`src/sv/fprc_pkg.sv`:
```
// fprc_pkg: shared constants, codes and types of the fan and pump relay controller
// no dependencies; used by fprc_div and fan_pump_relay_controller

package fprc_pkg;

   // widths
   localparam int TIMER_BITS = 32;
   localparam int ADC_BITS   = 12;
   localparam int CFG_BITS   = 32;
   localparam int CMP_BITS   = (TIMER_BITS > CFG_BITS) ? TIMER_BITS : CFG_BITS;
   localparam int TEMP_BITS  = 15;
   localparam int HYST_BITS  = 11;
   localparam int PCT_BITS   = 7;
   localparam int OP_BITS    = 3;
   localparam int IDX_BITS   = 3;
   localparam int EV_BITS    = 4;
   localparam int POL_BITS   = 2;

   // soil mapping: |raw - dry| * 100 needs seven more bits than the reading
   localparam int DIV_BITS = ADC_BITS + PCT_BITS;
   localparam int CNT_BITS = $clog2(DIV_BITS + 1);
   localparam logic [PCT_BITS-1:0] PCT_MAX = PCT_BITS'(100);

   // item op codes
   localparam logic [OP_BITS-1:0] OP_TICK      = 3'd0;
   localparam logic [OP_BITS-1:0] OP_SAMPLE    = 3'd1;
   localparam logic [OP_BITS-1:0] OP_FAN_MAN   = 3'd2;
   localparam logic [OP_BITS-1:0] OP_FAN_AUTO  = 3'd3;
   localparam logic [OP_BITS-1:0] OP_PUMP_MAN  = 3'd4;
   localparam logic [OP_BITS-1:0] OP_PUMP_AUTO = 3'd5;

   // register indexes
   localparam logic [IDX_BITS-1:0] REG_FAN_THR   = 3'd0;
   localparam logic [IDX_BITS-1:0] REG_FAN_HYST  = 3'd1;
   localparam logic [IDX_BITS-1:0] REG_SOIL_THR  = 3'd2;
   localparam logic [IDX_BITS-1:0] REG_SOIL_DRY  = 3'd3;
   localparam logic [IDX_BITS-1:0] REG_SOIL_WET  = 3'd4;
   localparam logic [IDX_BITS-1:0] REG_PUMP_MAX  = 3'd5;
   localparam logic [IDX_BITS-1:0] REG_PUMP_COOL = 3'd6;
   localparam logic [IDX_BITS-1:0] REG_RELAY_POL = 3'd7;

   // register reset values
   localparam logic [TEMP_BITS-1:0] RST_FAN_THR   = 15'd3000;
   localparam logic [HYST_BITS-1:0] RST_FAN_HYST  = 11'd100;
   localparam logic [PCT_BITS-1:0]  RST_SOIL_THR  = 7'd30;
   localparam logic [ADC_BITS-1:0]  RST_SOIL_DRY  = ADC_BITS'(3000);
   localparam logic [ADC_BITS-1:0]  RST_SOIL_WET  = ADC_BITS'(1200);
   localparam logic [CFG_BITS-1:0]  RST_PUMP_MAX  = 32'd10000;
   localparam logic [CFG_BITS-1:0]  RST_PUMP_COOL = 32'd60000;
   localparam logic [POL_BITS-1:0]  RST_RELAY_POL = 2'd0;

   // event bit positions
   localparam int EV_FAN_ON   = 0;
   localparam int EV_FAN_OFF  = 1;
   localparam int EV_PUMP_ON  = 2;
   localparam int EV_PUMP_OFF = 3;

   // divider status toward the sequencer
   typedef struct packed {
      logic busy;
      logic done;
   } div_status_type;

endpackage

```
`src/sv/fprc_div.sv`:
```
// fprc_div: restoring divider, one quotient bit per cycle through one subtractor
// depends on fprc_pkg

module fprc_div (
   input  logic                              clock,
   input  logic                              reset,
   input  logic                              start,
   input  logic [fprc_pkg::DIV_BITS-1:0]     dividend,
   input  logic [fprc_pkg::ADC_BITS-1:0]     divisor,
   output logic [fprc_pkg::DIV_BITS-1:0]     quotient,
   output fprc_pkg::div_status_type          status
);

   logic [fprc_pkg::ADC_BITS:0]   rem_ff, rem_in;
   logic [fprc_pkg::DIV_BITS-1:0] quo_ff, quo_in;
   logic [fprc_pkg::ADC_BITS-1:0] dvs_ff, dvs_in;
   logic [fprc_pkg::CNT_BITS-1:0] cnt_ff, cnt_in;
   logic                          busy_ff, busy_in;
   logic                          done_ff, done_in;
   logic [fprc_pkg::ADC_BITS:0]   shifted;
   logic [fprc_pkg::ADC_BITS:0]   trial;

   // one shift, compare and subtract step
   assign shifted = {rem_ff[fprc_pkg::ADC_BITS-1:0], quo_ff[fprc_pkg::DIV_BITS-1]};
   assign trial   = shifted - {1'b0, dvs_ff};

   always_comb begin
      rem_in  = rem_ff;
      quo_in  = quo_ff;
      dvs_in  = dvs_ff;
      cnt_in  = cnt_ff;
      busy_in = busy_ff;
      done_in = 1'b0;
      if (start) begin
         rem_in  = '0;
         quo_in  = dividend;
         dvs_in  = divisor;
         cnt_in  = fprc_pkg::CNT_BITS'(fprc_pkg::DIV_BITS);
         busy_in = 1'b1;
      end else if (busy_ff) begin
         if (shifted >= {1'b0, dvs_ff}) begin
            rem_in = trial;
            quo_in = {quo_ff[fprc_pkg::DIV_BITS-2:0], 1'b1};
         end else begin
            rem_in = shifted;
            quo_in = {quo_ff[fprc_pkg::DIV_BITS-2:0], 1'b0};
         end
         cnt_in = cnt_ff - 1'b1;
         if (cnt_ff == fprc_pkg::CNT_BITS'(1)) begin
            busy_in = 1'b0;
            done_in = 1'b1;
         end
      end
   end

   // control state
   always_ff @(posedge clock) begin
      if (reset) begin
         busy_ff <= 1'b0;
         done_ff <= 1'b0;
         cnt_ff  <= '0;
      end else begin
         busy_ff <= busy_in;
         done_ff <= done_in;
         cnt_ff  <= cnt_in;
      end
   end

   // datapath
   always_ff @(posedge clock) begin
      rem_ff <= rem_in;
      quo_ff <= quo_in;
      dvs_ff <= dvs_in;
   end

   assign quotient    = quo_ff;
   assign status.busy = busy_ff;
   assign status.done = done_ff;

   // checks
   a_done_after_busy: assert property (@(posedge clock) disable iff (reset)
      done_ff |-> $past(busy_ff))
      else $error("divider done without a preceding run");

   a_no_restart: assert property (@(posedge clock) disable iff (reset)
      start |-> !busy_ff)
      else $error("divider started while running");

   a_count_bound: assert property (@(posedge clock) disable iff (reset)
      busy_ff |-> (cnt_ff != '0) && (cnt_ff <= fprc_pkg::CNT_BITS'(fprc_pkg::DIV_BITS)))
      else $error("divider step count out of range");

endmodule

```
`src/sv/fan_pump_relay_controller.sv`:
```
// fan_pump_relay_controller: thermostat fan and soil-driven pump relay control
// depends on fprc_pkg and fprc_div
//
//   channel | direction | handshake          | payload
//   req_    | in        | req_valid/req_stall| op, turn_on, temperature, soil_raw
//   rsp_    | out       | rsp_valid/rsp_stall| relay states, modes, levels, percent, events
//   csr_    | in        | csr_valid/csr_ready| register index, write data
//
// an item that needs the division passes the map, divide and execute states; any other
// item goes from map straight to execute; the next item is taken in idle once the result
// is registered; the bit-serial divider (one quotient bit a cycle) sets the divide length
// synchronous active-high reset; configuration registers return to their documented defaults
// the result register is separate, so a new item is taken while a result waits
// req_stall is high while an item is in work; csr_ready is always high

module fan_pump_relay_controller (
   input  logic                                clock,
   input  logic                                reset,
   // item input
   input  logic                                req_valid,
   output logic                                req_stall,
   input  logic [fprc_pkg::OP_BITS-1:0]        req_op,
   input  logic                                req_turn_on,
   input  logic signed [fprc_pkg::TEMP_BITS-1:0] req_temperature,
   input  logic [fprc_pkg::ADC_BITS-1:0]       req_soil_raw,
   // result output
   output logic                                rsp_valid,
   input  logic                                rsp_stall,
   output logic                                rsp_fan_on,
   output logic                                rsp_pump_on,
   output logic                                rsp_fan_auto,
   output logic                                rsp_pump_auto,
   output logic                                rsp_fan_relay_level,
   output logic                                rsp_pump_relay_level,
   output logic [fprc_pkg::PCT_BITS-1:0]       rsp_soil_percent,
   output logic [fprc_pkg::EV_BITS-1:0]        rsp_events,
   // register writes
   input  logic                                csr_valid,
   output logic                                csr_ready,
   input  logic [fprc_pkg::IDX_BITS-1:0]       csr_index,
   input  logic [fprc_pkg::CFG_BITS-1:0]       csr_data
);

   localparam logic [1:0] S_IDLE = 2'd0;
   localparam logic [1:0] S_MAP  = 2'd1;
   localparam logic [1:0] S_DIV  = 2'd2;
   localparam logic [1:0] S_EXEC = 2'd3;

   // configuration registers
   logic signed [fprc_pkg::TEMP_BITS-1:0] fan_thr_ff;
   logic [fprc_pkg::HYST_BITS-1:0]        fan_hyst_ff;
   logic [fprc_pkg::PCT_BITS-1:0]         soil_thr_ff;
   logic [fprc_pkg::ADC_BITS-1:0]         soil_dry_ff;
   logic [fprc_pkg::ADC_BITS-1:0]         soil_wet_ff;
   logic [fprc_pkg::CFG_BITS-1:0]         pump_max_ff;
   logic [fprc_pkg::CFG_BITS-1:0]         pump_cool_ff;
   logic [fprc_pkg::POL_BITS-1:0]         relay_pol_ff;

   // controller state
   logic                            fan_state_ff, fan_state_in;
   logic                            fan_auto_ff, fan_auto_in;
   logic                            pump_state_ff, pump_state_in;
   logic                            pump_auto_ff, pump_auto_in;
   logic [fprc_pkg::TIMER_BITS-1:0] run_time_ff, run_time_in;
   logic [fprc_pkg::TIMER_BITS-1:0] since_start_ff, since_start_in;
   logic                            started_ff, started_in;

   // sequencer and captured item
   logic [1:0]                            state_ff, state_in;
   logic [fprc_pkg::OP_BITS-1:0]          op_ff;
   logic                                  turn_on_ff;
   logic signed [fprc_pkg::TEMP_BITS-1:0] temp_ff;
   logic [fprc_pkg::ADC_BITS-1:0]         raw_ff;
   logic [fprc_pkg::PCT_BITS-1:0]         pct_ff, pct_in;

   // result register
   logic                          rsp_valid_ff, rsp_valid_in;
   logic                          out_fan_ff, out_pump_ff, out_fan_auto_ff, out_pump_auto_ff;
   logic                          out_fan_lvl_ff, out_pump_lvl_ff;
   logic [fprc_pkg::PCT_BITS-1:0] out_pct_ff;
   logic [fprc_pkg::EV_BITS-1:0]  out_ev_ff;

   logic                          req_take;
   logic                          csr_take;
   logic                          load_out;
   logic                          rsp_take;

   // soil mapping operands
   logic signed [fprc_pkg::ADC_BITS:0] diff;
   logic signed [fprc_pkg::ADC_BITS:0] span;
   logic [fprc_pkg::ADC_BITS-1:0]      diff_mag;
   logic [fprc_pkg::ADC_BITS-1:0]      span_mag;
   logic [fprc_pkg::DIV_BITS-1:0]      diff_ext;
   logic [fprc_pkg::DIV_BITS-1:0]      scaled;
   logic                               has_reading;
   logic                               need_div;
   logic                               div_start;
   logic [fprc_pkg::DIV_BITS-1:0]      div_q;
   fprc_pkg::div_status_type           div_st;

   // item evaluation
   logic signed [fprc_pkg::TEMP_BITS:0] off_limit;
   logic                                fan_on_hit;
   logic                                fan_off_hit;
   logic                                cooling;
   logic                                pump_start;
   logic [fprc_pkg::TIMER_BITS-1:0]     run_inc;
   logic [fprc_pkg::TIMER_BITS-1:0]     since_inc;
   logic [fprc_pkg::EV_BITS-1:0]        ev;
   logic                                fan_tmp;

   assign req_take  = req_valid && !req_stall;
   assign csr_ready = 1'b1;
   assign csr_take  = csr_valid && csr_ready;
   assign rsp_take  = rsp_valid_ff && !rsp_stall;
   assign load_out  = (state_ff == S_EXEC) && (!rsp_valid_ff || !rsp_stall);
   assign req_stall = (state_ff != S_IDLE);

   // soil percent = (raw - dry) * 100 / (wet - dry), truncated and clamped
   assign diff     = $signed({1'b0, raw_ff}) - $signed({1'b0, soil_dry_ff});
   assign span     = $signed({1'b0, soil_wet_ff}) - $signed({1'b0, soil_dry_ff});
   assign diff_mag = diff[fprc_pkg::ADC_BITS] ? fprc_pkg::ADC_BITS'(-diff)
                                              : diff[fprc_pkg::ADC_BITS-1:0];
   assign span_mag = span[fprc_pkg::ADC_BITS] ? fprc_pkg::ADC_BITS'(-span)
                                              : span[fprc_pkg::ADC_BITS-1:0];
   assign diff_ext = fprc_pkg::DIV_BITS'(diff_mag);
   assign scaled   = (diff_ext << 6) + (diff_ext << 5) + (diff_ext << 2);

   assign has_reading = (op_ff >= fprc_pkg::OP_SAMPLE) && (op_ff <= fprc_pkg::OP_PUMP_AUTO);
   // a quotient of opposite sign or zero, or a zero span, clamps to zero
   assign need_div = has_reading && (span != '0) && (diff != '0)
                     && (diff[fprc_pkg::ADC_BITS] == span[fprc_pkg::ADC_BITS]);
   assign div_start = (state_ff == S_MAP) && need_div;

   fprc_div u_div (
      .clock    (clock),
      .reset    (reset),
      .start    (div_start),
      .dividend (scaled),
      .divisor  (span_mag),
      .quotient (div_q),
      .status   (div_st)
   );

   // sequencer
   always_comb begin
      state_in = state_ff;
      pct_in   = pct_ff;
      case (state_ff)
         S_IDLE: begin
            if (req_take) state_in = S_MAP;
         end
         S_MAP: begin
            pct_in = '0;
            if (need_div) state_in = S_DIV;
            else          state_in = S_EXEC;
         end
         S_DIV: begin
            if (div_st.done) begin
               if (div_q > fprc_pkg::DIV_BITS'(fprc_pkg::PCT_MAX)) pct_in = fprc_pkg::PCT_MAX;
               else pct_in = div_q[fprc_pkg::PCT_BITS-1:0];
               state_in = S_EXEC;
            end
         end
         S_EXEC: begin
            if (load_out) state_in = S_IDLE;
         end
         default: state_in = S_IDLE;
      endcase
   end

   // fan thresholds and pump start conditions
   assign off_limit  = $signed({fan_thr_ff[fprc_pkg::TEMP_BITS-1], fan_thr_ff})
                       - $signed({5'b0, fan_hyst_ff});
   assign fan_on_hit = (temp_ff >= fan_thr_ff);
   assign fan_off_hit = ($signed({temp_ff[fprc_pkg::TEMP_BITS-1], temp_ff}) <= off_limit);
   assign cooling    = started_ff && (fprc_pkg::CMP_BITS'(since_start_ff)
                                      < fprc_pkg::CMP_BITS'(pump_cool_ff));
   assign pump_start = !pump_state_ff && !cooling && (pct_ff < soil_thr_ff);
   assign run_inc    = (&run_time_ff) ? run_time_ff : run_time_ff + 1'b1;
   assign since_inc  = (&since_start_ff) ? since_start_ff : since_start_ff + 1'b1;

   // apply one item
   always_comb begin
      fan_state_in   = fan_state_ff;
      fan_auto_in    = fan_auto_ff;
      pump_state_in  = pump_state_ff;
      pump_auto_in   = pump_auto_ff;
      run_time_in    = run_time_ff;
      since_start_in = since_start_ff;
      started_in     = started_ff;
      ev             = '0;
      fan_tmp        = fan_state_ff;
      case (op_ff)
         fprc_pkg::OP_TICK: begin
            run_time_in    = run_inc;
            since_start_in = since_inc;
            if (pump_state_ff && (fprc_pkg::CMP_BITS'(run_inc)
                                  >= fprc_pkg::CMP_BITS'(pump_max_ff))) begin
               pump_state_in = 1'b0;
               ev[fprc_pkg::EV_PUMP_OFF] = 1'b1;
            end
         end
         fprc_pkg::OP_FAN_MAN: begin
            fan_auto_in  = 1'b0;
            fan_state_in = turn_on_ff;
         end
         fprc_pkg::OP_PUMP_MAN: begin
            pump_auto_in  = 1'b0;
            pump_state_in = turn_on_ff;
            if (turn_on_ff) run_time_in = '0;
         end
         fprc_pkg::OP_SAMPLE, fprc_pkg::OP_FAN_AUTO, fprc_pkg::OP_PUMP_AUTO: begin
            if (op_ff == fprc_pkg::OP_FAN_AUTO)  fan_auto_in  = 1'b1;
            if (op_ff == fprc_pkg::OP_PUMP_AUTO) pump_auto_in = 1'b1;
            // fan: on check first, then off check on the new state
            if (op_ff != fprc_pkg::OP_PUMP_AUTO && fan_auto_in) begin
               if (!fan_tmp && fan_on_hit) begin
                  fan_tmp = 1'b1;
                  ev[fprc_pkg::EV_FAN_ON] = 1'b1;
               end
               if (fan_tmp && fan_off_hit) begin
                  fan_tmp = 1'b0;
                  ev[fprc_pkg::EV_FAN_OFF] = 1'b1;
               end
               fan_state_in = fan_tmp;
            end
            // pump: automatic start outside the cooldown
            if (op_ff != fprc_pkg::OP_FAN_AUTO && pump_auto_in && pump_start) begin
               pump_state_in  = 1'b1;
               run_time_in    = '0;
               since_start_in = '0;
               started_in     = 1'b1;
               ev[fprc_pkg::EV_PUMP_ON] = 1'b1;
            end
         end
         default: ;
      endcase
   end

   always_comb begin
      rsp_valid_in = rsp_valid_ff;
      if (rsp_take) rsp_valid_in = 1'b0;
      if (load_out) rsp_valid_in = 1'b1;
   end

   // control state and registers
   always_ff @(posedge clock) begin
      if (reset) begin
         state_ff       <= S_IDLE;
         rsp_valid_ff   <= 1'b0;
         fan_state_ff   <= 1'b0;
         fan_auto_ff    <= 1'b0;
         pump_state_ff  <= 1'b0;
         pump_auto_ff   <= 1'b1;
         run_time_ff    <= '0;
         since_start_ff <= '0;
         started_ff     <= 1'b0;
         fan_thr_ff     <= fprc_pkg::RST_FAN_THR;
         fan_hyst_ff    <= fprc_pkg::RST_FAN_HYST;
         soil_thr_ff    <= fprc_pkg::RST_SOIL_THR;
         soil_dry_ff    <= fprc_pkg::RST_SOIL_DRY;
         soil_wet_ff    <= fprc_pkg::RST_SOIL_WET;
         pump_max_ff    <= fprc_pkg::RST_PUMP_MAX;
         pump_cool_ff   <= fprc_pkg::RST_PUMP_COOL;
         relay_pol_ff   <= fprc_pkg::RST_RELAY_POL;
      end else begin
         state_ff     <= state_in;
         rsp_valid_ff <= rsp_valid_in;
         if (load_out) begin
            fan_state_ff   <= fan_state_in;
            fan_auto_ff    <= fan_auto_in;
            pump_state_ff  <= pump_state_in;
            pump_auto_ff   <= pump_auto_in;
            run_time_ff    <= run_time_in;
            since_start_ff <= since_start_in;
            started_ff     <= started_in;
         end
         if (csr_take) begin
            case (csr_index)
               fprc_pkg::REG_FAN_THR:   fan_thr_ff   <= csr_data[fprc_pkg::TEMP_BITS-1:0];
               fprc_pkg::REG_FAN_HYST:  fan_hyst_ff  <= csr_data[fprc_pkg::HYST_BITS-1:0];
               fprc_pkg::REG_SOIL_THR:  soil_thr_ff  <= csr_data[fprc_pkg::PCT_BITS-1:0];
               fprc_pkg::REG_SOIL_DRY:  soil_dry_ff  <= csr_data[fprc_pkg::ADC_BITS-1:0];
               fprc_pkg::REG_SOIL_WET:  soil_wet_ff  <= csr_data[fprc_pkg::ADC_BITS-1:0];
               fprc_pkg::REG_PUMP_MAX:  pump_max_ff  <= csr_data;
               fprc_pkg::REG_PUMP_COOL: pump_cool_ff <= csr_data;
               fprc_pkg::REG_RELAY_POL: relay_pol_ff <= csr_data[fprc_pkg::POL_BITS-1:0];
               default: ;
            endcase
         end
      end
   end

   // captured item, percent and result payload
   always_ff @(posedge clock) begin
      if (req_take) begin
         op_ff      <= req_op;
         turn_on_ff <= req_turn_on;
         temp_ff    <= req_temperature;
         raw_ff     <= req_soil_raw;
      end
      pct_ff <= pct_in;
      if (load_out) begin
         out_fan_ff       <= fan_state_in;
         out_pump_ff      <= pump_state_in;
         out_fan_auto_ff  <= fan_auto_in;
         out_pump_auto_ff <= pump_auto_in;
         out_fan_lvl_ff   <= fan_state_in ^ relay_pol_ff[0];
         out_pump_lvl_ff  <= pump_state_in ^ relay_pol_ff[1];
         out_pct_ff       <= pct_ff;
         out_ev_ff        <= ev;
      end
   end

   assign rsp_valid            = rsp_valid_ff;
   assign rsp_fan_on           = out_fan_ff;
   assign rsp_pump_on          = out_pump_ff;
   assign rsp_fan_auto         = out_fan_auto_ff;
   assign rsp_pump_auto        = out_pump_auto_ff;
   assign rsp_fan_relay_level  = out_fan_lvl_ff;
   assign rsp_pump_relay_level = out_pump_lvl_ff;
   assign rsp_soil_percent     = out_pct_ff;
   assign rsp_events           = out_ev_ff;

   // checks
   a_start_to_div: assert property (@(posedge clock) disable iff (reset)
      div_start |=> (state_ff == S_DIV) && div_st.busy)
      else $error("divider start did not enter the division state");

   a_div_running: assert property (@(posedge clock) disable iff (reset)
      (state_ff == S_DIV) |-> (div_st.busy || div_st.done))
      else $error("waiting on a divider that is not running");

   a_pct_range: assert property (@(posedge clock) disable iff (reset)
      rsp_valid_ff |-> (out_pct_ff <= fprc_pkg::PCT_MAX))
      else $error("soil percent above one hundred");

   a_load_returns_idle: assert property (@(posedge clock) disable iff (reset)
      load_out |=> (state_ff == S_IDLE) && rsp_valid_ff)
      else $error("result load did not complete the item");

endmodule
```
`config.mk`:
```
export PLATFORM = sky130hd
export DESIGN_NAME = fan_pump_relay_controller
export DESIGN_NICKNAME = d
export VERILOG_FILES = /design/src/sv/fprc_pkg.sv /design/src/sv/fprc_div.sv /design/src/sv/fan_pump_relay_controller.sv
export SDC_FILE = /design/constraint.sdc
export NUM_CORES = 1
export LEC_CHECK = 0
export ABC_CLOCK_PERIOD_IN_PS = 14080
export BUFFER_PORTS_ARGS = -buffer_cell sky130_fd_sc_hd__buf_2
export CAP_MARGIN = 20
export CELL_PAD_IN_SITES_DETAIL_PLACEMENT = 0
export CELL_PAD_IN_SITES_GLOBAL_PLACEMENT = 1
export CORE_MARGIN = 1
export CORE_UTILIZATION = 35
export CTS_CLUSTER_DIAMETER = 50
export CTS_CLUSTER_SIZE = 12
export DETAILED_ROUTE_END_ITERATION = 8
export PLACE_DENSITY = 0.73
export SYNTH_ARGS = -nofsm -noshare
export SYNTH_HDL_FRONTEND = slang
export SYNTH_HIERARCHICAL = 1
export SYNTH_SLANG_ARGS = --single-unit
```
`constraint.sdc`:
```
create_clock -name clock -period 14.08 [get_ports clock]
set_input_delay 2.816 -clock clock [delete_from_list [all_inputs] [get_ports clock]]
set_output_delay 2.816 -clock clock [all_outputs]
set_load 0.05 [all_outputs]
```
# --- After elaboration in Yosys (flattened, before gate mapping) ---
# Cells that the tools add are included.
totals:
  ramBits: 0
  latch_bits: 0
  mem_count: 0
  inputBits: 71
  rom_bits: 0
  output_inout_bits: 20
  ff_bits: 300
op_classes:
  n_lt_le_gt_ge: 9
  n_eq_ne: 25
  n_reduce_logical: 54
  mul: 0
  add_sub_neg: 11
  shift: 0
  div: 0
  bitwise: 3
  n_mux: 47
op_table:
  columns: ["cell", "count"]
  rows:
  - ["two-way mux 32 bit", 4]
  - ["case mux 32 bit (3 select lines)", 1]
  - ["adder 32 x 1 -> 32 bit, second input constant", 2]
  - ["case mux 32 bit (2 select lines)", 1]
  - ["AND reduction 32 bit", 2]
  - ["two-way mux 19 bit", 2]
  - ["two-way mux 12 bit", 3]
  - [">= comparator 32 bit", 1]
  - ["less-than comparator 32 bit", 1]
  - ["nonzero test 13 bit", 2]
  - ["subtractor 12 x 12 -> 13 bit", 2]
  - ["negator 12 bit", 2]
  - ["two-way mux 1 bit", 23]
  - ["AND reduction 2 bit", 10]
  - ["adder 18 x 17 -> 19 bit", 1]
  - ["adder 19 x 14 -> 19 bit", 1]
  - ["> comparator 19 x 7 -> 1 bit, second input constant", 1]
  - ["equality test 3 bit, second input constant", 6]
  - ["logical AND 1 bit", 17]
  - ["<= comparator 15 x 16 -> 1 bit", 1]
  - ["subtractor 15 x 12 -> 16 bit", 1]
  - [">= comparator 15 bit", 1]
  - ["two-way mux 7 bit", 2]
  - ["case mux 7 bit (2 select lines)", 1]
  - ["33 further kinds", 61]

# --- Logic depth before layout (Yosys ltp) ---
# Gate-level depths: netlist of the first run.
depth:
  word_depth: 11
  mapped_depth: 25

# --- Hierarchy ---
# Netlist of the first run, hierarchy kept.
by_module_without_submodules:
  columns: ["mod", "instances", "seq_area_each_um2", "cells_per_inst", "area_per_inst_um2"]
  rows:
  - ["fan_pump_relay_controller", 1, 5555.3, 1898, 15836.4]
  - ["fprc_div", 1, 1311.3, 226, 2588.7]

# --- Least setup slack after synthesis of the first run ---
# OpenSTA, ideal clock, no wires.
synth_timing:
  kind: "flip-flop to flip-flop"
  startpoint: "reg soil_dry_ff[4] in the netlist's numbering"
  endpoint: "reg u_div.quo_ff (netlist bit u_div/quotient[18]), data pin"
  t_required_ns: 13.820
  arrival_time_ns: 5.121
  setup_slack_ns: 8.699
  stages_incl_launch_ff: 25
  path_cell_list: "dfxtp_1 -> inv_1 -> ha_1 -> a21o_1 -> or4_1 -> o2111ai_1 -> a21boi_0 -> o21ai_0 -> and2_1 -> buf_2 -> o21ai_0 -> xnor2_1 -> fa_1 -> ha_1 -> inv_1 -> fa_1 -> inv_1 -> a21o_1 -> a21oi_1 -> o21bai_1 -> a21oi_1 -> o21a_1 -> o211ai_1 -> o31a_1 -> mux2_2"
synth_rtl:
  columns: ["element", "line_no", "rtl"]
  rows:
  - ["start: declaration", "fan_pump_relay_controller.sv:53", "logic [fprc_pkg::ADC_BITS-1:0] soil_dry_ff;"]
  - ["start signal: assignment", "fan_pump_relay_controller.sv:262", "soil_dry_ff <= fprc_pkg::RST_SOIL_DRY;"]
  - ["start signal: assignment", "fan_pump_relay_controller.sv:284", "fprc_pkg::REG_SOIL_DRY: soil_dry_ff <= csr_data[fprc_pkg::ADC_BITS-1:0];"]
  - ["subtractor 12 x 12 -> 13 bit (*)", "fan_pump_relay_controller.sv:120", "assign diff = $signed({1'b0, raw_ff}) - $signed({1'b0, soil_dry_ff});"]
  - ["negator 12 bit", "fan_pump_relay_controller.sv:122", "assign diff_mag = diff[fprc_pkg::ADC_BITS] ? fprc_pkg::ADC_BITS'(-diff)"]
  - ["two-way mux 12 bit (*)", "fan_pump_relay_controller.sv:122", null]
  - ["adder 18 x 17 -> 19 bit", "fan_pump_relay_controller.sv:127", "assign scaled = (diff_ext << 6) + (diff_ext << 5) + (diff_ext << 2);"]
  - ["adder 19 x 14 -> 19 bit (*)", "fan_pump_relay_controller.sv:127", null]
  - ["net scaled, one bit", "fan_pump_relay_controller.sv:94", "logic [fprc_pkg::DIV_BITS-1:0] scaled;"]
  - ["two-way mux 19 bit (*)", "fprc_div.sv:34", "if (start) begin"]
  - ["net u_div.quo_in, one bit", "fprc_div.sv:15", "logic [fprc_pkg::DIV_BITS-1:0] quo_ff, quo_in;"]
  - ["end signal: assignment", "fprc_div.sv:72", "quo_ff <= quo_in;"]
  - ["end: declaration", "fprc_div.sv:15", null]
# Mark *: on every way through the listed nets, which the timed path passes. The rest lies on a longest branch.
# A chain may end at the register's enable or synchronous reset.

# --- Worst setup path after layout of the first run ---
# Same ends and word-level chain as after synthesis.

==> impl_metrics.env, run 1 <==
export IMPL_outcome="finished clean"
export IMPL_drtIter0Drc=837
export IMPL_netlist_instances=2123
export IMPL_rows=83
export IMPL_tightest_slew_ps=946
export IMPL_finClkSkew_ps=21.6
export IMPL_die_area_um2=53500
export IMPL_stdcell_count=2902
export IMPL_crit_start="soil_dry_ff[4]"
export IMPL_drc=0
export IMPL_grt_pass1_vias=14700
export IMPL_critical_path_arrival_ps=6260
export IMPL_avgSynthCellArea_um2=8.68
export IMPL_cts_max_level=2
export IMPL_n_fill_cell=5116
export IMPL_finalSetupViolCount=0
export IMPL_initial_core_util_pct=35.7
export IMPL_max_freq_mhz=168
export IMPL_grt_max_degree=69
export IMPL_ir_drop_uv=158
export IMPL_port_buffers=89
export IMPL_postCtsHoldBufs=0
export IMPL_min_path_type="register to register"
export IMPL_reg2reg_from="soil_dry_ff[4]"
export IMPL_ys_warn_count=6
export IMPL_antenna_found_initial=0
export IMPL_period_needed_ps=5960
export IMPL_antenna_cells=0
export IMPL_rsz0062_at_grt="false"
export IMPL_drv_cap=0
export IMPL_area_growth_pct=13.5
export IMPL_track_usage_pct=18.3
export IMPL_cts_path_max_buffers=3
export IMPL_tns_ps=0
export IMPL_numClockSinks=300
export IMPL_dp_cells=2822
export IMPL_ctsRootBufferMaster="clkbuf_16"
export IMPL_path_class="register to register"
export IMPL_fin_crit_sh_pct=42.3
export IMPL_grt_overflow_total=0
export IMPL_cts_buffers=43
export IMPL_grt_pass1_wl_mm=78.9
export IMPL_firstDrtPassIters=5
export IMPL_nets=2447
export IMPL_die_w_um=231
export IMPL_syn_cell_area_um2=18400
export IMPL_path_clk_slew_ps=60
export IMPL_postCtsResizedCells=0
export IMPL_cp_top_family="compound AO/OA/AOI/OAI gates"
export IMPL_crit_slowest_cell="fa_1"
export IMPL_finalMaxSlewViolations=0
export IMPL_dpl_hpwl_mm=35.6
export IMPL_cts_tree="yes"
export IMPL_worstSetupEndpointType="register"
export IMPL_wl_per_cell_um=16.8
export IMPL_crit_buf_inv=3
export IMPL_critical_path_most_common_cell="inv_1"
export IMPL_routed_wl_mm=48.8
export IMPL_powerDensity_nw_per_um2=172
export IMPL_drive_gt1_share_pct=10.8
export IMPL_relSlewSlack_pct=36.9
export IMPL_vias_per_cell=5.23
export IMPL_clock_latency_ps=560
export IMPL_num_io_pins=91
export IMPL_via_count=15200
export IMPL_postCtsSetupBuffers=0
export IMPL_finalHoldViolCount=0
export IMPL_place_gp_congestion=0.863
export IMPL_critical_path_peak_fanout=11
export IMPL_cpPeakStageDelay_ps=510
export IMPL_drtAntennaViolNets=0
export IMPL_cellLeakagePower_uw=0.00849
export IMPL_core_area_um2=51600
export IMPL_hold_start="pump_cool_ff[21]"
export IMPL_required_ps=14390
export IMPL_crit_path_start_kind="register"
export IMPL_worstPathCellList="inv_1 > ha_1 > a21o_1 > or4_1 > o2111ai_1 > a21boi_0 > o21ai_0 > and2_1 > o21ai_0 > xnor2_1 > fa_1 > ha_1 > inv_1 > fa_1 > inv_1 > a21o_1 > a21oi_1 > o21bai_1 > a21oi_1 > o21a_1 > o211ai_1 > o31a_1 > mux2_2"
export IMPL_die_h_um=231
[per-stage QoR]
step / cell area (um2) / util (%) / setup slack, ps / total power, uW / hold WS [ps]
2_1_floorplan: 18400 / - / 8700 / 2220 / 417
3_3_place_gp: 19500 / 37.8 / 8260 / 2520 / 444
3_5_place_dp: 19500 / 37.8 / 8120 / 2550 / 447
4_1_cts: 20900 / 40.5 / 8090 / 3620 / 456
5_1_grt: 20900 / 40.5 / 7600 / 3840 / 471
6_report: 20900 / 40.5 / 8120 / 3590 / 453
[worst paths after layout]
check	to	slack, ps	cells past startpoint
max	u_div/quotient[18]	8120	23
min	pump_cool_ff[21]	450	2
max reg2reg	u_div/quotient[18]	8120	23
min reg2reg	pump_cool_ff[21]	450	2
[cells in the final DEF (no fill, tap or decap), drive strengths merged, types with 54 or more instances in the layout]
cell / count
o21ai: 89
a21oi: 176
clkbuf: 54
edfxtp: 86
o211ai: 57
buf: 106
ha: 174
nor2: 130
xnor2: 72
dfxtp: 214
inv: 184
nand3: 58
nand2: 317
[flip-flops by register name, summed over array words and instances, names as in the netlist, 3 cells and up]
signal,cells
fan_hyst_ff,11
fan_thr_ff,15
op_ff,3
pct_ff,7
pump_cool_ff,32
pump_max_ff,32
raw_ff,12
rsp_events,4
rsp_soil_percent,7
run_time_ff,32
since_start_ff,32
soil_dry_ff,12
soil_thr_ff,7
soil_wet_ff,12
temp_ff,15
u_div/cnt_ff,5
u_div/dvs_ff,12
u_div/quotient,19
u_div/rem_ff,12
[power breakdown]
part	total [uW]	switching (uW)	internal, uW
clock	1060	432	624
combinational	1420	813	607
sequential	1110	77.6	1030
total	3590	1320	2260
[area by class of cell]
cell class / instances / area (um2) / share of cell area [%]
sequential: 300 / 6870 / 32.9
clock inverter: 24 / 211 / 1.01
clock buffer: 54 / 1180 / 5.64
tap: 680 / 851 / 4.07
inverter: 173 / 649 / 3.11
multi-input combinational: 1565 / 10600 / 50.6
timing repair buffer: 106 / 577 / 2.76
[worst reg2reg max path: stages (launching register included)]
cell and delay [ps]:
dfxtp_1 320, inv_1 70, ha_1 360, a21o_1 260, or4_1 450, o2111ai_1 250
a21boi_0 130, o21ai_0 260, and2_1 370, o21ai_0 180, xnor2_1 470, fa_1 520
ha_1 220, inv_1 70, fa_1 200, inv_1 50, a21o_1 170, a21oi_1 220
o21bai_1 90, a21oi_1 210, o21a_1 200, o211ai_1 130, o31a_1 250, mux2_2 260
[per-layer routing]
layer / wire length, um / vias up / global-route usage (%)
li1: - / 7654 / -
met4: 1020 / 0 / 5.42
met1: 23500 / 7106 / 24.8
met3: 2070 / 68 / 2.49
met5: 0 / - / 0
met2: 22200 / 349 / 30.1
Note: power is estimated with default switching activity, not from simulation.
==> run 2: changes to the inputs <==
--- a/config.mk
+++ b/config.mk
@@ -5,7 +5,7 @@
 export SDC_FILE = /design/constraint.sdc
 export NUM_CORES = 1
 export LEC_CHECK = 0
-export ABC_CLOCK_PERIOD_IN_PS = 14080
+export ABC_CLOCK_PERIOD_IN_PS = 5800
 export BUFFER_PORTS_ARGS = -buffer_cell sky130_fd_sc_hd__buf_2
 export CAP_MARGIN = 20
 export CELL_PAD_IN_SITES_DETAIL_PLACEMENT = 0
==> constraint.sdc (replaced) <==
create_clock -name clock -period 5.8 [get_ports clock]
set_input_delay 1.16 -clock clock [delete_from_list [all_inputs] [get_ports clock]]
set_output_delay 1.16 -clock clock [all_outputs]
set_load 0.05 [all_outputs]
==> impl_metrics.env, run 2 (synthesis gave the netlist of run 1 again) <==
export IMPL_fin_crit_sh_pct=93.1
export IMPL_postCtsHoldBufs=0
export IMPL_reg2reg_from="soil_dry_ff[4]"
export IMPL_layout_common_cells="nand2_1, dfxtp_1, ha_1"
export IMPL_track_usage_pct=18.6
export IMPL_ctsRootBufferMaster="clkbuf_16"
export IMPL_tightest_slew_ps=968
export IMPL_cts_path_max_buffers=3
export IMPL_antenna_found_initial=1
export IMPL_crit_path_start_kind="register"
export IMPL_numClockSinks=300
export IMPL_period_needed_ps=5400
export IMPL_antenna_cells=0
export IMPL_multi_input_area_um2=10600
export IMPL_die_area_um2=53500
export IMPL_cellLeakagePower_uw=0.00863
export IMPL_outcome="finished clean"
export IMPL_place_gp_congestion=0.880
export IMPL_finalSetupViolCount=0
export IMPL_routed_wl_mm=49.3
export IMPL_grt_pass1_wl_mm=79.8
export IMPL_n_fill_cell=5104
export IMPL_critical_path_peak_fanout=6
export IMPL_p_int_uw=5800
export IMPL_power_switching_uw=3290
export IMPL_via_count=15200
export IMPL_tns_ps=0
export IMPL_cts_tree="yes"
export IMPL_nets=2458
export IMPL_p_seq_share_pct=29.6
export IMPL_clock_latency_ps=570
export IMPL_cts_max_level=2
export IMPL_area_growth_pct=15.0
export IMPL_required_ps=6110
export IMPL_grt_max_degree=72
export IMPL_finClkSkew_ps=17.9
export IMPL_drive_gt1_share_pct=11.5
export IMPL_vias_per_cell=5.21
export IMPL_relSlewSlack_pct=35.5
export IMPL_initial_core_util_pct=35.7
export IMPL_critical_path_arrival_ps=5710
export IMPL_p_sw_share_pct=36.2
export IMPL_seqCellArea_um2=6870
export IMPL_wl_per_cell_um=16.9
export IMPL_finalMaxSlewViolations=0
export IMPL_die_h_um=231
export IMPL_path_class="register to register"
export IMPL_die_w_um=231
export IMPL_finalHoldViolCount=0
export IMPL_drc=0
export IMPL_powerDensity_nw_per_um2=429
export IMPL_grt_overflow_total=0
export IMPL_min_path_type="register to register"
export IMPL_holdWs_ps=453
export IMPL_rsz0062_at_grt="false"
export IMPL_drtIter0Drc=842
export IMPL_path_clk_slew_ps=60
export IMPL_rows=83
export IMPL_dpl_hpwl_mm=36.2
export IMPL_final_common_cell="nand2_1"
export IMPL_port_buffers=89
export IMPL_worstSetupEndpointType="register"
export IMPL_firstDrtPassIters=5
export IMPL_max_freq_mhz=185
export IMPL_power_total_uw=9100
export IMPL_drtAntennaViolNets=0
export IMPL_pwr_share_clk_pct=31.6
export IMPL_ir_drop_uv=409
export IMPL_hold_start="pump_cool_ff[28]"
export IMPL_crit_start="soil_dry_ff[4]"
export IMPL_cts_buffers=46
export IMPL_grt_pass1_vias=14900
export IMPL_drv_cap=0
export IMPL_core_area_um2=51600
export IMPL_pwr_share_comb_pct=38.7
export IMPL_num_io_pins=91
## run 2: cell types whose count changed in the layout (fill, tap and decap cells not counted), moves of 2 or more
cell        delta
buf_4          +9
bufinv_16      +2
clkbuf_1       -2
clkbuf_16      +6
clkinv_2       -2
clkinv_4       +2
clkinvlp_4     +2
## run 2: path summary, 6_finish.rpt
| path | to | slack (ps) | cells after the start |
|---|---|---|---|
| setup reg to reg | u_div/quotient[18] | 400 | 23 |
| setup / recovery | u_div/quotient[18] | 400 | 23 |
| hold / removal | pump_cool_ff[28] | 450 | 2 |
| hold reg to reg | pump_cool_ff[28] | 450 | 2 |
## run 2: worst max-delay path, cell delays in order (launching register included)
cell and delay, ps:
dfxtp_1 300, inv_1 60, ha_1 350, a21o_1 260, or4_1 460, o2111ai_1 240
a21boi_0 140, o21ai_1 200, and2_1 160, o21ai_0 110, xnor2_1 260, fa_1 460
ha_1 220, inv_1 70, fa_1 210, inv_1 50, a21o_1 170, a21oi_1 210
o21bai_1 100, a21oi_1 230, o21a_1 200, o211ai_1 140, o31a_1 250, mux2_2 260
## run 2: area by class of cell
| cell class | count | area share, % |
|---|---|---|
| Inverter | 173 | 3.06 |
| Clock inverter | 26 | 1.32 |
| Tap cell | 680 | 4.02 |
| Sequential cell | 300 | 32.4 |
| Timing Repair Buffer | 114 | 3.04 |
| Clock buffer | 59 | 6.27 |
| Multi-Input combinational cell | 1565 | 49.9 |
## run 2: stage by stage
step                      instance area (um2)  utilization, %  instances  worst slack [ps]
after floorplan                         18400               -       2124               419
after global placement                  19600            37.9       2830               401
after detailed placement                19600            37.9       2831               387
after CTS                               21200            41.0       2916               324
after global routing                    21200            41.1       2917             0.878
final                                   21200            41.1       2917               403
## run 2: per-layer routing
metal | global-route usage [%] | share of wire (%)
met2 | 30.7 | 46
met1 | 25.0 | 47
met3 | 3.01 | 4.5
met5 | 0 | 0.026
met4 | 5.22 | 2.2
## run 2: timing repair
| item | CTS | global route |
|---|---|---|
| resized for setup | 0 | 2 |
| setup endpoints to repair | 0 | 2 |
| buffers inserted | 0 | 0 |
## run 2: power groups by stage
stage                     logic [uW]  clock network, uW  registers [uW]
after global routing            3960               3030            2730
after global placement          3440                  0            2730
final                           3520               2880            2700
after detailed placement        3510                  0            2740
after CTS                       3550               2950            2700
after floorplan                 2700                  0            2690
